$ cat src/rtl/mrma_ram.sv
// Generic single-port-write, single-read RAM with registered read.
// No dependencies.
module mrma_ram #(
	parameter int Width = 8,
	parameter int Depth = 32
) (
	input  logic                     clk,
	input  logic                     we,
	input  logic [$clog2(Depth)-1:0] waddr,
	input  logic [Width-1:0]         wdata,
	input  logic [$clog2(Depth)-1:0] raddr,
	output logic [Width-1:0]         rdata
);
	logic [Width-1:0] mem [Depth];

	always_ff @(posedge clk) begin
		if (we) begin
			mem[waddr] <= wdata;
		end
		rdata <= mem[raddr];
	end
endmodule

$ cat config.mk
export PLATFORM = sky130hd
export DESIGN_NAME = mrma_ram
export DESIGN_NICKNAME = d
export VERILOG_FILES = /design/src/rtl/mrma_ram.sv
export SDC_FILE = /design/constraint.sdc
export NUM_CORES = 1
export LEC_CHECK = 0
export BUFFER_PORTS_ARGS = -buffer_cell sky130_fd_sc_hd__buf_2
export CAP_MARGIN = 10
export CORE_ASPECT_RATIO = 1.25
export CORE_MARGIN = 2
export CORE_UTILIZATION = 48
export DETAILED_ROUTE_END_ITERATION = 12
export PLACE_DENSITY = 0.69
export SETUP_SLACK_MARGIN = 0.3
export SYNTH_ARGS = -nofsm -noshare
export SYNTH_HDL_FRONTEND = slang
export SYNTH_SLANG_ARGS = --single-unit
$ cat constraint.sdc
create_clock -name clk -period 1.78 [get_ports clk]
set_input_delay 0.089 -clock clk [delete_from_list [all_inputs] [get_ports clk]]
set_output_delay 0.089 -clock clk [all_outputs]
set_load 0.01 [all_outputs]
==> results of run 1 <==
flip-flops by register name, summed over array words and instances, names as in the netlist:
register and count:
rdata 8, mem 256
layout by cell type, fill, tap and decap left out, drive strengths merged:
cell and n:
edfxtp 256, mux4 80, buf 70, clkbuf 38, nor2 33, dfxtp 8, mux2 8, nand3b 5
or3b 3, clkinv 3, nand3 2, nand2 1, or3 1, bufinv 1, clkinvlp 1
how the worst min path moves through the flow:
| stage | slack [ns] | to | cells past startpoint | start |
|---|---|---|---|---|
| global placement | 0.49 | rdata[3] | 1 | rdata[3]$_DFF_P_ |
| floorplan | 0.19 | mem[0][0]$_DFFE_PP_ | 0 | wdata[0] |
| detailed placement | 0.49 | rdata[3] | 1 | rdata[3]$_DFF_P_ |
| global route | 0.02 | rdata[3]$_DFF_P_ | 2 | raddr[3] |
| CTS | 0.01 | rdata[1]$_DFF_P_ | 2 | raddr[3] |
| finish | 0.04 | rdata[3]$_DFF_P_ | 2 | raddr[3] |
final cells by class:
| cell class | count | area share, % |
|---|---|---|
| clock buffer | 38 | 6.39 |
| clock inverter | 5 | 0.483 |
| timing repair buffer | 70 | 4.60 |
| multi-input combinational | 133 | 18.2 |
| tap | 274 | 2.94 |
| sequential | 264 | 67.3 |
through the flow:
step,instance area [um2],util [%],setup TNS [ns]
final,11700,56.4,-0.227
after global routing,11700,56.4,-0.435
after CTS,11600,56.3,-0.261
after detailed placement,10800,52.4,-1.72
after global placement,10800,52.4,-1.70
after floorplan,10200,-,0
power by group:
| part | internal [uW] | switching, uW | leakage (uW) |
|---|---|---|---|
| Clock | 3010 | 2110 | 0.000392 |
| Combinational | 316 | 375 | 0.000967 |
| Sequential | 6910 | 31.6 | 0.00237 |
worst register-to-register path, delay by kind of cell, from the launching register on:
family / cells / cell delay (ns)
muxes: 3 / 1.34
DFF: 1 / 0.39
logic make-up after synthesis:
family | count (synthesis) | share of synthesized area, %
AND/OR/NAND/NOR | 45 | 2.07
multiplexers | 88 | 18.8
buffers and inverters | 20 | 1.06
flip-flops | 264 | 78.1
metal layers:
| layer | up-vias | global-route usage [%] |
|---|---|---|
| met3 | 34 | 2.93 |
| met5 | - | 0 |
| li1 | 1923 | - |
| met1 | 2445 | 28.3 |
| met2 | 178 | 29.7 |
| met4 | 0 | 6.01 |
==> flow_summary.toml, run 1 <==
[sta]
tightest_slew_ns = 0.635
grt_setup_unrepaired = "yes"
post-route-min-period_ns = 1.82
fin_worst_skew_ns = 0.0137
hold_viol_final = 0
finalCritPeriodShare_pct = 102
slew_headroom_pct = 57.7
setup_viol = 8
setup_ws_ns = -0.0407
whs_ns = 0.0357
drv_slew = 0
max_freq_ghz = 0.549

[clocking]
post_cts_buffers = 0
clock_sinks = 264
cts_inserted_buffers = 24
clk_path_buf_depth = 3
htreeDepth = 1
clk_transition_reported_paths_ns = 0.06
clockRootBuffer = "clkbuf_16"
cts_resized = 1
cts_tree = "yes"
clock_latency_ns = 0.51
cts_hold_buf = 0

[floorplan]
die_w_um = 133
die_area_um2 = 22100
start_util_pct = 48.6
io_pins = 28
num_rows = 59
die_h_um = 166
core_um2 = 20700

[critical_path]
worst-path-stages = 3
crit_path_end_kind = "register"
cp_top_family = "multiplexers"
regToRegEndpoint = "rdata[1]$_DFF_P_"
r2r_start = "mem[30][1]$_DFFE_PP_"
crit_type = "register to register"
critical_path_buf_inv_count = 0
reg2regPathDepth = 3
path_cells = "mux4_2 -> mux4_2 -> mux2_4"
cp_max_fo = 1
start_kind = "register"
max_stage_delay_ns = 0.53
worstSetupEndpoint = "rdata[1]$_DFF_P_"
cpMostUsedCell = "mux4_2"
crit_start = "mem[30][1]$_DFFE_PP_"
critical_path_required_ns = 2.18
cp.arrival_ns = 2.22
r2r_setup_slack_ns = -0.04
crit_slowest_cell = "mux4_2"

[placement]
dp_hpwl_mm = 12.9
dp_slack_ns = -0.253
routabilityCongestion = 0.801
dp.cells = 741
port-buffer-count = 27

[cells_and_area]
seqCellArea_um2 = 7850
synthToLayoutAreaGrowth_pct = 15.9
antenna_cells = 0
drive_above_1_share_pct = 40.0
nets = 513
stdcell_count = 784
multiInputGateArea_um2 = 2130
fillers = 1516

[power]
peakVddDrop_mv = 0.740
p_total_uw = 12800
power_density_nw_per_um2 = 1090
p_leak_uw = 0.00373

[route]
route.met3.wl_mm = 1.41
vias = 4580
wl_met1_mm = 8.60
wl_met2_mm = 9.71
highest_layer = "met4"
wl_per_cell_um = 25.9
drt_iter0_drc = 588
ant_nets = 0
drt_wl_total_mm = 20.3
vias_per_cell = 5.84
route.detailed.drc = 0
drtPass1Iterations = 7

[outcome]
status = "complete, but fails checks"
violations = "setup timing"

[grt]
grt_max_degree = 40
grt_overflow_total = 0
grt_use_total_pct = 19.1
grt_pass1_wl_mm = 31.0
first_global_vias = 4750
antenna_found_initial = 0

[logic_synthesis]
synth_edf_count = 256
syn_nets = 437
synth_common_cells = "edfxtp_1, mux4_2, nor2_1, dfxtp_1, mux2_2"
synthDistinctLibCells = 15
synth_top_area_cell = "edfxtp_1"
syn_inst = 417
synth-seq-cells = 264
syn-cell-area_um2 = 10100
ys_top_cells_by_area = "edfxtp_1, mux4_2, dfxtp_1"
async_reset_ff_share_pct = 0
synth_top_area_share_pct = 76.5
ys_seq_area_share_pct = 78.1
avgSynthCellArea_um2 = 24.1
synth_ff_type = "edfxtp_1"
yosysWarnings = 0
yosysMostFrequentCell = "edfxtp_1"

[flow_run]
drv_cap = 0

[min_path]
hold_class = "primary input to register"
Power figures use the tool's default switching activity.
==> inputs of run 2 (changes only) <==
GPL_TIMING_DRIVEN = 0   (was default)
==> run 2 against run 1 <==
  * The flow still finishes with violations (setup timing)
  * Clock power fell by 6.3%
  * First-iteration DRC count is 16% lower
  * Wire length shrank 7.9%
  * Clock skew about the same
  * Sequential cell count unchanged
  * Setup slack worse by 0.014 ns
  * Sequential power about the same
  * Combinational power shrank 1%
  * Critical path type unchanged
==> flow_summary.toml, run 2 (same netlist as run 1, synthesis figures left out) <==
[cells_and_area]
drive_above_1_share_pct = 35.5
antenna_cells = 0
final_common_cell = "edfxtp_1"
largest_register = "mem"
top_regs = "mem: 256 flops, rdata: 8 flops"
final_cell_mix = "edfxtp_1, mux4_2, buf_2, nor2_1, clkbuf_16"
final_util_pct = 55.0
synthToLayoutAreaGrowth_pct = 13.0
largest_reg_flops = 256
stdcell_count = 753
nets = 484

[grt]
grt_use_total_pct = 17.5
grt_pass1_wl_mm = 28.7
antenna_found_initial = 0
grt_overflow_total = 0
first_global_vias = 4627
grt_max_degree = 33

[route]
drtPass1Iterations = 4
ant_nets = 0
route.detailed.drc = 0
vias_per_cell = 5.72
drt_wl_total_mm = 18.7
vias = 4309
drt_iter0_drc = 494
wl_met1_mm = 7.45
wl_per_cell_um = 24.9
highest_layer = "met4"
route.met3.wl_mm = 1.16
wl_met2_mm = 9.61

[power]
switchingPower_uw = 2530
power.share.clock_pct = 38.7
power_frac_seq_pct = 55.9
sw_frac_of_total_pct = 20.4
combPwrFrac_pct = 5.5
p_leak_uw = 0.00351
power_density_nw_per_um2 = 1090
p_int_uw = 9880
p_total_uw = 12400
peakVddDrop_mv = 0.722

[critical_path]
crit_start = "mem[21][2]$_DFFE_PP_"
r2r_setup_slack_ns = -0.05
worstSetupEndpoint = "rdata[2]$_DFF_P_"
cp_top_family = "multiplexers"
reg2regPathDepth = 3
cp_max_fo = 1
critical_path_required_ns = 2.16
crit_slowest_cell = "mux4_2"
max_stage_delay_ns = 0.53
cp.arrival_ns = 2.22
crit_path_end_kind = "register"
critical_path_buf_inv_count = 0
crit_type = "register to register"
regToRegEndpoint = "rdata[2]$_DFF_P_"
r2r_start = "mem[21][2]$_DFFE_PP_"
start_kind = "register"
cpMostUsedCell = "mux4_2"
worst-path-stages = 3
path_cells = "mux4_2 -> mux4_2 -> mux2_4"

[floorplan]
die_h_um = 166
die_w_um = 133
start_util_pct = 48.6
core_um2 = 20700
die_area_um2 = 22100
num_rows = 59
io_pins = 28

[sta]
setup_ws_ns = -0.0544
drv_slew = 0
fin_worst_skew_ns = 0.0140
slew_headroom_pct = 43.1
tightest_slew_ns = 0.851
setup_tns_ns = -0.283
hold_viol_final = 0
grt_setup_unrepaired = "yes"
finalCritPeriodShare_pct = 103
max_freq_ghz = 0.545
post-route-min-period_ns = 1.83
setup_viol = 7

[placement]
dp.cells = 713
dp_hpwl_mm = 12.6
port-buffer-count = 22
routabilityCongestion = 0.739

[clocking]
clock_sinks = 264
clockRootBuffer = "clkbuf_16"
clk_path_buf_depth = 3
htreeDepth = 1
clock_latency_ns = 0.51
cts_tree = "yes"
cts_inserted_buffers = 23
cts_hold_buf = 0
clk_transition_reported_paths_ns = 0.06

[outcome]
violations = "setup timing"
status = "complete, but fails checks"

[min_path]
hold_class = "primary input to register"

[flow_run]
drv_cap = 0
-- run 2: cell count changes in the layout (fill, tap and decap cells not counted), moves of 3 or more --
cell	previous run	this run
clkinv_1	0	5
clkbuf_4	0	3
buf_4	38	2
clkbuf_8	7	0
clkinvlp_4	1	6
-- run 2: power groups by stage --
| stage | combinational [uW] | clock [uW] | sequential [uW] |
|---|---|---|---|
| after floorplan | 400 | 0 | 7070 |
| after global routing | 726 | 5130 | 6930 |
| after global placement | 660 | 0 | 7060 |
| final | 681 | 4800 | 6930 |
| after detailed placement | 683 | 0 | 7070 |
| after CTS | 693 | 4880 | 6930 |
-- run 2: worst reg2reg max path: stages, from the launching register on --
cell and delay (ns):
edfxtp_1 0.37, mux4_2 0.51, mux4_2 0.53, mux2_4 0.30
-- run 2: worst min-delay path by stage --
stage,start,end,depth (start not counted)
2_1_floorplan,wdata[0],mem[0][0]$_DFFE_PP_,0
3_3_place_gp,rdata[2]$_DFF_P_,rdata[2],1
3_5_place_dp,rdata[7]$_DFF_P_,rdata[7],1
4_1_cts,raddr[3],rdata[4]$_DFF_P_,2
5_1_grt,raddr[3],rdata[4]$_DFF_P_,2
6_report,raddr[3],rdata[4]$_DFF_P_,2
-- run 2: timing repair --
item / in CTS / in global routing
setup endpoints to repair: 24 / 8
pin swaps: 0 / 0
gates resized for setup: 5 / 0
cloned: 0 / 0
setup buffers: 0 / 0
-- run 2: routing by layer --
metal	global-route usage, %	vias to the layer above
met3	3.24	36
met1	23.5	2274
met5	0	-
met2	29.3	133
met4	5.69	0
li1	-	1866
-- run 2: area by class of cell --
cell class              count  area (um2)
plain buffers              20         213
clock buffers              25         583
clock inverters            15         134
fillers                  1541        9310
multi-input cells         133        2130
flip-flops and latches    264        7850
well taps                 274         343
repair buffers             22         110
-- run 2: metrics by stage --
| stage | setup slack (ns) | hold WS (ns) | cell area, um2 |
|---|---|---|---|
| final | -0.0544 | 0.0906 | 11400 |
| after CTS | -0.0586 | 0.0676 | 11400 |
| after floorplan | 0.0939 | 0.188 | 10200 |
| after detailed placement | -0.284 | 0.488 | 10600 |
| after global placement | -0.229 | 0.490 | 10600 |
| after global routing | -0.0812 | 0.0901 | 11400 |
==> inputs of run 3 (changes only) <==
ABC_AREA = 1   (was default)
==> run 3 against run 2 <==
  * The flow now finishes without violations
  * Clock power up 7.5%
  * Cell count grew 69%
  * Die area increased by 7.1%
  * Combinational power rose by 32%
  * Synthesized cell count up 120%
  * Core utilization decreased by 0.49 points
  * Critical path depth grew 1
  * Sequential share of layout area shrank 4.0 points
  * Critical path type is now primary input to register
  * Critical endpoint is now mem[2][4]$_DFFE_PP_
  * Largest cell class unchanged
==> flow_summary.toml, run 3 <==
[outcome]
status = "finished clean"

[sta]
setup_ws_ns = 0.408
grt_setup_unrepaired = "no"
hold_viol_final = 0
slew_headroom_pct = 32.7
max_freq_ghz = 0.729
post-route-min-period_ns = 1.37
tightest_slew_ns = 1.01
drv_slew = 0
fin_worst_skew_ns = 0.0173
finalCritPeriodShare_pct = 77.1
setup_viol = 0

[grt]
first_global_vias = 6755
grt_pass1_wl_mm = 38.9
antenna_found_initial = 0
grt_overflow_total = 0
grt_use_total_pct = 21.8
grt_max_degree = 33

[clocking]
clk_transition_reported_paths_ns = 0.07
cts_tree = "yes"
clk_path_buf_depth = 3
clock_sinks = 264
htreeDepth = 1
post_cts_buffers = 0
clockRootBuffer = "clkbuf_16"
cts_inserted_buffers = 24
clock_latency_ns = 0.52

[critical_path]
r2r_setup_slack_ns = 0.53
path_cells = "buf_2 -> inv_1 -> nand3_1 -> nor2_1"
crit_path_end_kind = "register"
start_kind = "primary input"
crit_type = "primary input to register"
max_stage_delay_ns = 0.90
critical_path_buf_inv_count = 2
reg2regPathDepth = 8
cp_top_family = "simple AND/OR/NAND/NOR gates"
r2r_start = "mem[5][2]$_DFFE_PP_"
regToRegEndpoint = "rdata[2]$_DFF_P_"
cp_max_fo = 8
crit_start = "waddr[0]"
critical_path_required_ns = 1.92
crit_slowest_cell = "nor2_1"
cp.arrival_ns = 1.51
worst-path-stages = 4

[logic_synthesis]
syn_nets = 942
synth_common_cells = "nand2_1, edfxtp_1, nand3_1, nor2_1, buf_6"
yosysWarnings = 0
synth_adder_area_share_pct = 0
synth_xor_xnor_area_share_pct = 0
ys_top_cells_by_area = "edfxtp_1, nand2_1, nand3_1"
syn_inst = 922
synth_ff_type = "edfxtp_1"
yosysMostFrequentCell = "nand2_1"
ys_seq_area_share_pct = 72.8
synthSimpleGateAreaFrac_pct = 23.1
synth-seq-cells = 264
synthDistinctLibCells = 12
synth_top_area_cell = "edfxtp_1"
synth_top_area_share_pct = 71.3
synth_top_family_by_area = "simple AND/OR/NAND/NOR gates"
avgSynthCellArea_um2 = 11.7
synthMuxAreaShare_pct = 0
synth-compound-area-share_pct = 0
synth_edf_count = 256
syn-cell-area_um2 = 10800
async_reset_ff_share_pct = 0

[floorplan]
die_w_um = 138
num_rows = 61
die_area_um2 = 23700
io_pins = 28
start_util_pct = 48.7
core_um2 = 22100
die_h_um = 172

[cells_and_area]
drive_above_1_share_pct = 10.4
nets = 993
final_util_pct = 54.5
multiInputGateArea_um2 = 2490
synthToLayoutAreaGrowth_pct = 11.8
largest_reg_flops = 256
antenna_cells = 0
stdcell_count = 1272
fillers = 1871
largest_register = "mem"
seqCellArea_um2 = 7850
top_regs = "mem: 256 flops, rdata: 8 flops"
final_cell_mix = "nand2_1, edfxtp_1, nand3_1"
final_common_cell = "nand2_1"

[min_path]
hold_path_end = "rdata[7]$_DFF_P_"
min-delay-start = "raddr[3]"
holdPathStages = 5
hold_class = "primary input to register"

[placement]
dp_hpwl_mm = 17.2
routabilityCongestion = 0.897
dp.cells = 1229
port-buffer-count = 24
dp_slack_ns = -0.0946

[route]
drtPass1Iterations = 6
wl_per_cell_um = 20.4
drt_iter0_drc = 790
drt_wl_total_mm = 25.9
ant_nets = 0
vias = 7025
vias_per_cell = 5.52
route.detailed.drc = 0

[flow_run]
drv_cap = 0

[power]
power_density_nw_per_um2 = 1080
p_total_uw = 13000
peakVddDrop_mv = 0.708
p_leak_uw = 0.00448
run 3: layout make-up:
| class | count | share of cell area, % |
|---|---|---|
| Sequential cell | 264 | 65.1 |
| Timing Repair Buffer | 25 | 1.08 |
| Multi-Input combinational cell | 596 | 20.7 |
| Inverter | 10 | 0.311 |
| Clock buffer | 29 | 5.31 |
| Clock inverter | 13 | 1.21 |
| Buffer | 52 | 3.39 |
| Tap cell | 283 | 2.94 |
run 3: how the worst max path moves through the flow:
stage,end,slack (ns)
floorplan,mem[0][0]$_DFFE_PP_,0.66
global placement,mem[2][1]$_DFFE_PP_,0.00009
detailed placement,mem[2][1]$_DFFE_PP_,-0.09
CTS,mem[2][4]$_DFFE_PP_,0.44
global route,mem[2][4]$_DFFE_PP_,0.36
finish,mem[2][4]$_DFFE_PP_,0.41
run 3: metrics by stage:
| step | setup TNS (ns) | hold slack, ns | instance area (um2) |
|---|---|---|---|
| final | 0 | 0.0466 | 12100 |
| after global routing | 0 | 0.0530 | 12100 |
| after CTS | 0 | 0.0367 | 12100 |
| after detailed placement | -1.03 | 0.484 | 11300 |
| after global placement | 0 | 0.487 | 11300 |
| after floorplan | 0 | 0.188 | 10800 |
run 3: report_power, final:
group / leakage (uW) / switching [uW] / internal, uW
logic: 0.00173 / 641 / 256
registers: 0.00237 / 20.4 / 6910
clock network: 0.000374 / 2170 / 3000
total: 0.00448 / 2830 / 10200
run 3: worst register-to-register path, cell delays in order, from the launching register on:
cell	delay [ns]
edfxtp_1	0.37
nand2_1	0.09
nand3_1	0.10
nand3_1	0.14
nand2_1	0.12
nand2_1	0.07
nand2_1	0.06
nand2_1	0.08
nand2_1	0.09
run 3: timing repair:
| item | CTS | global route |
|---|---|---|
| hold buffers | 1 | 0 |
| resized for setup | 0 | 0 |
| hold endpoints to repair | 7 | 0 |
run 3: cell families (layout without fill, tap and decap cells):
| kind of cell | after synthesis | after routing |
|---|---|---|
| and+or+nand+nor | 596 | 596 |
| DFF | 264 | 264 |
| buffers and inverters | 62 | 129 |
run 3: routing by layer:
metal / wire (um) / GRT usage, % / share of wire, % / vias up
li1: - / - / - / 3293
met1: 10200 / 28.1 / 39 / 3345
met2: 12700 / 37.7 / 49 / 334
met3: 2060 / 2.98 / 8.0 / 53
met4: 904 / 8.74 / 3.5 / 0
met5: 0 / 0 / 0 / -
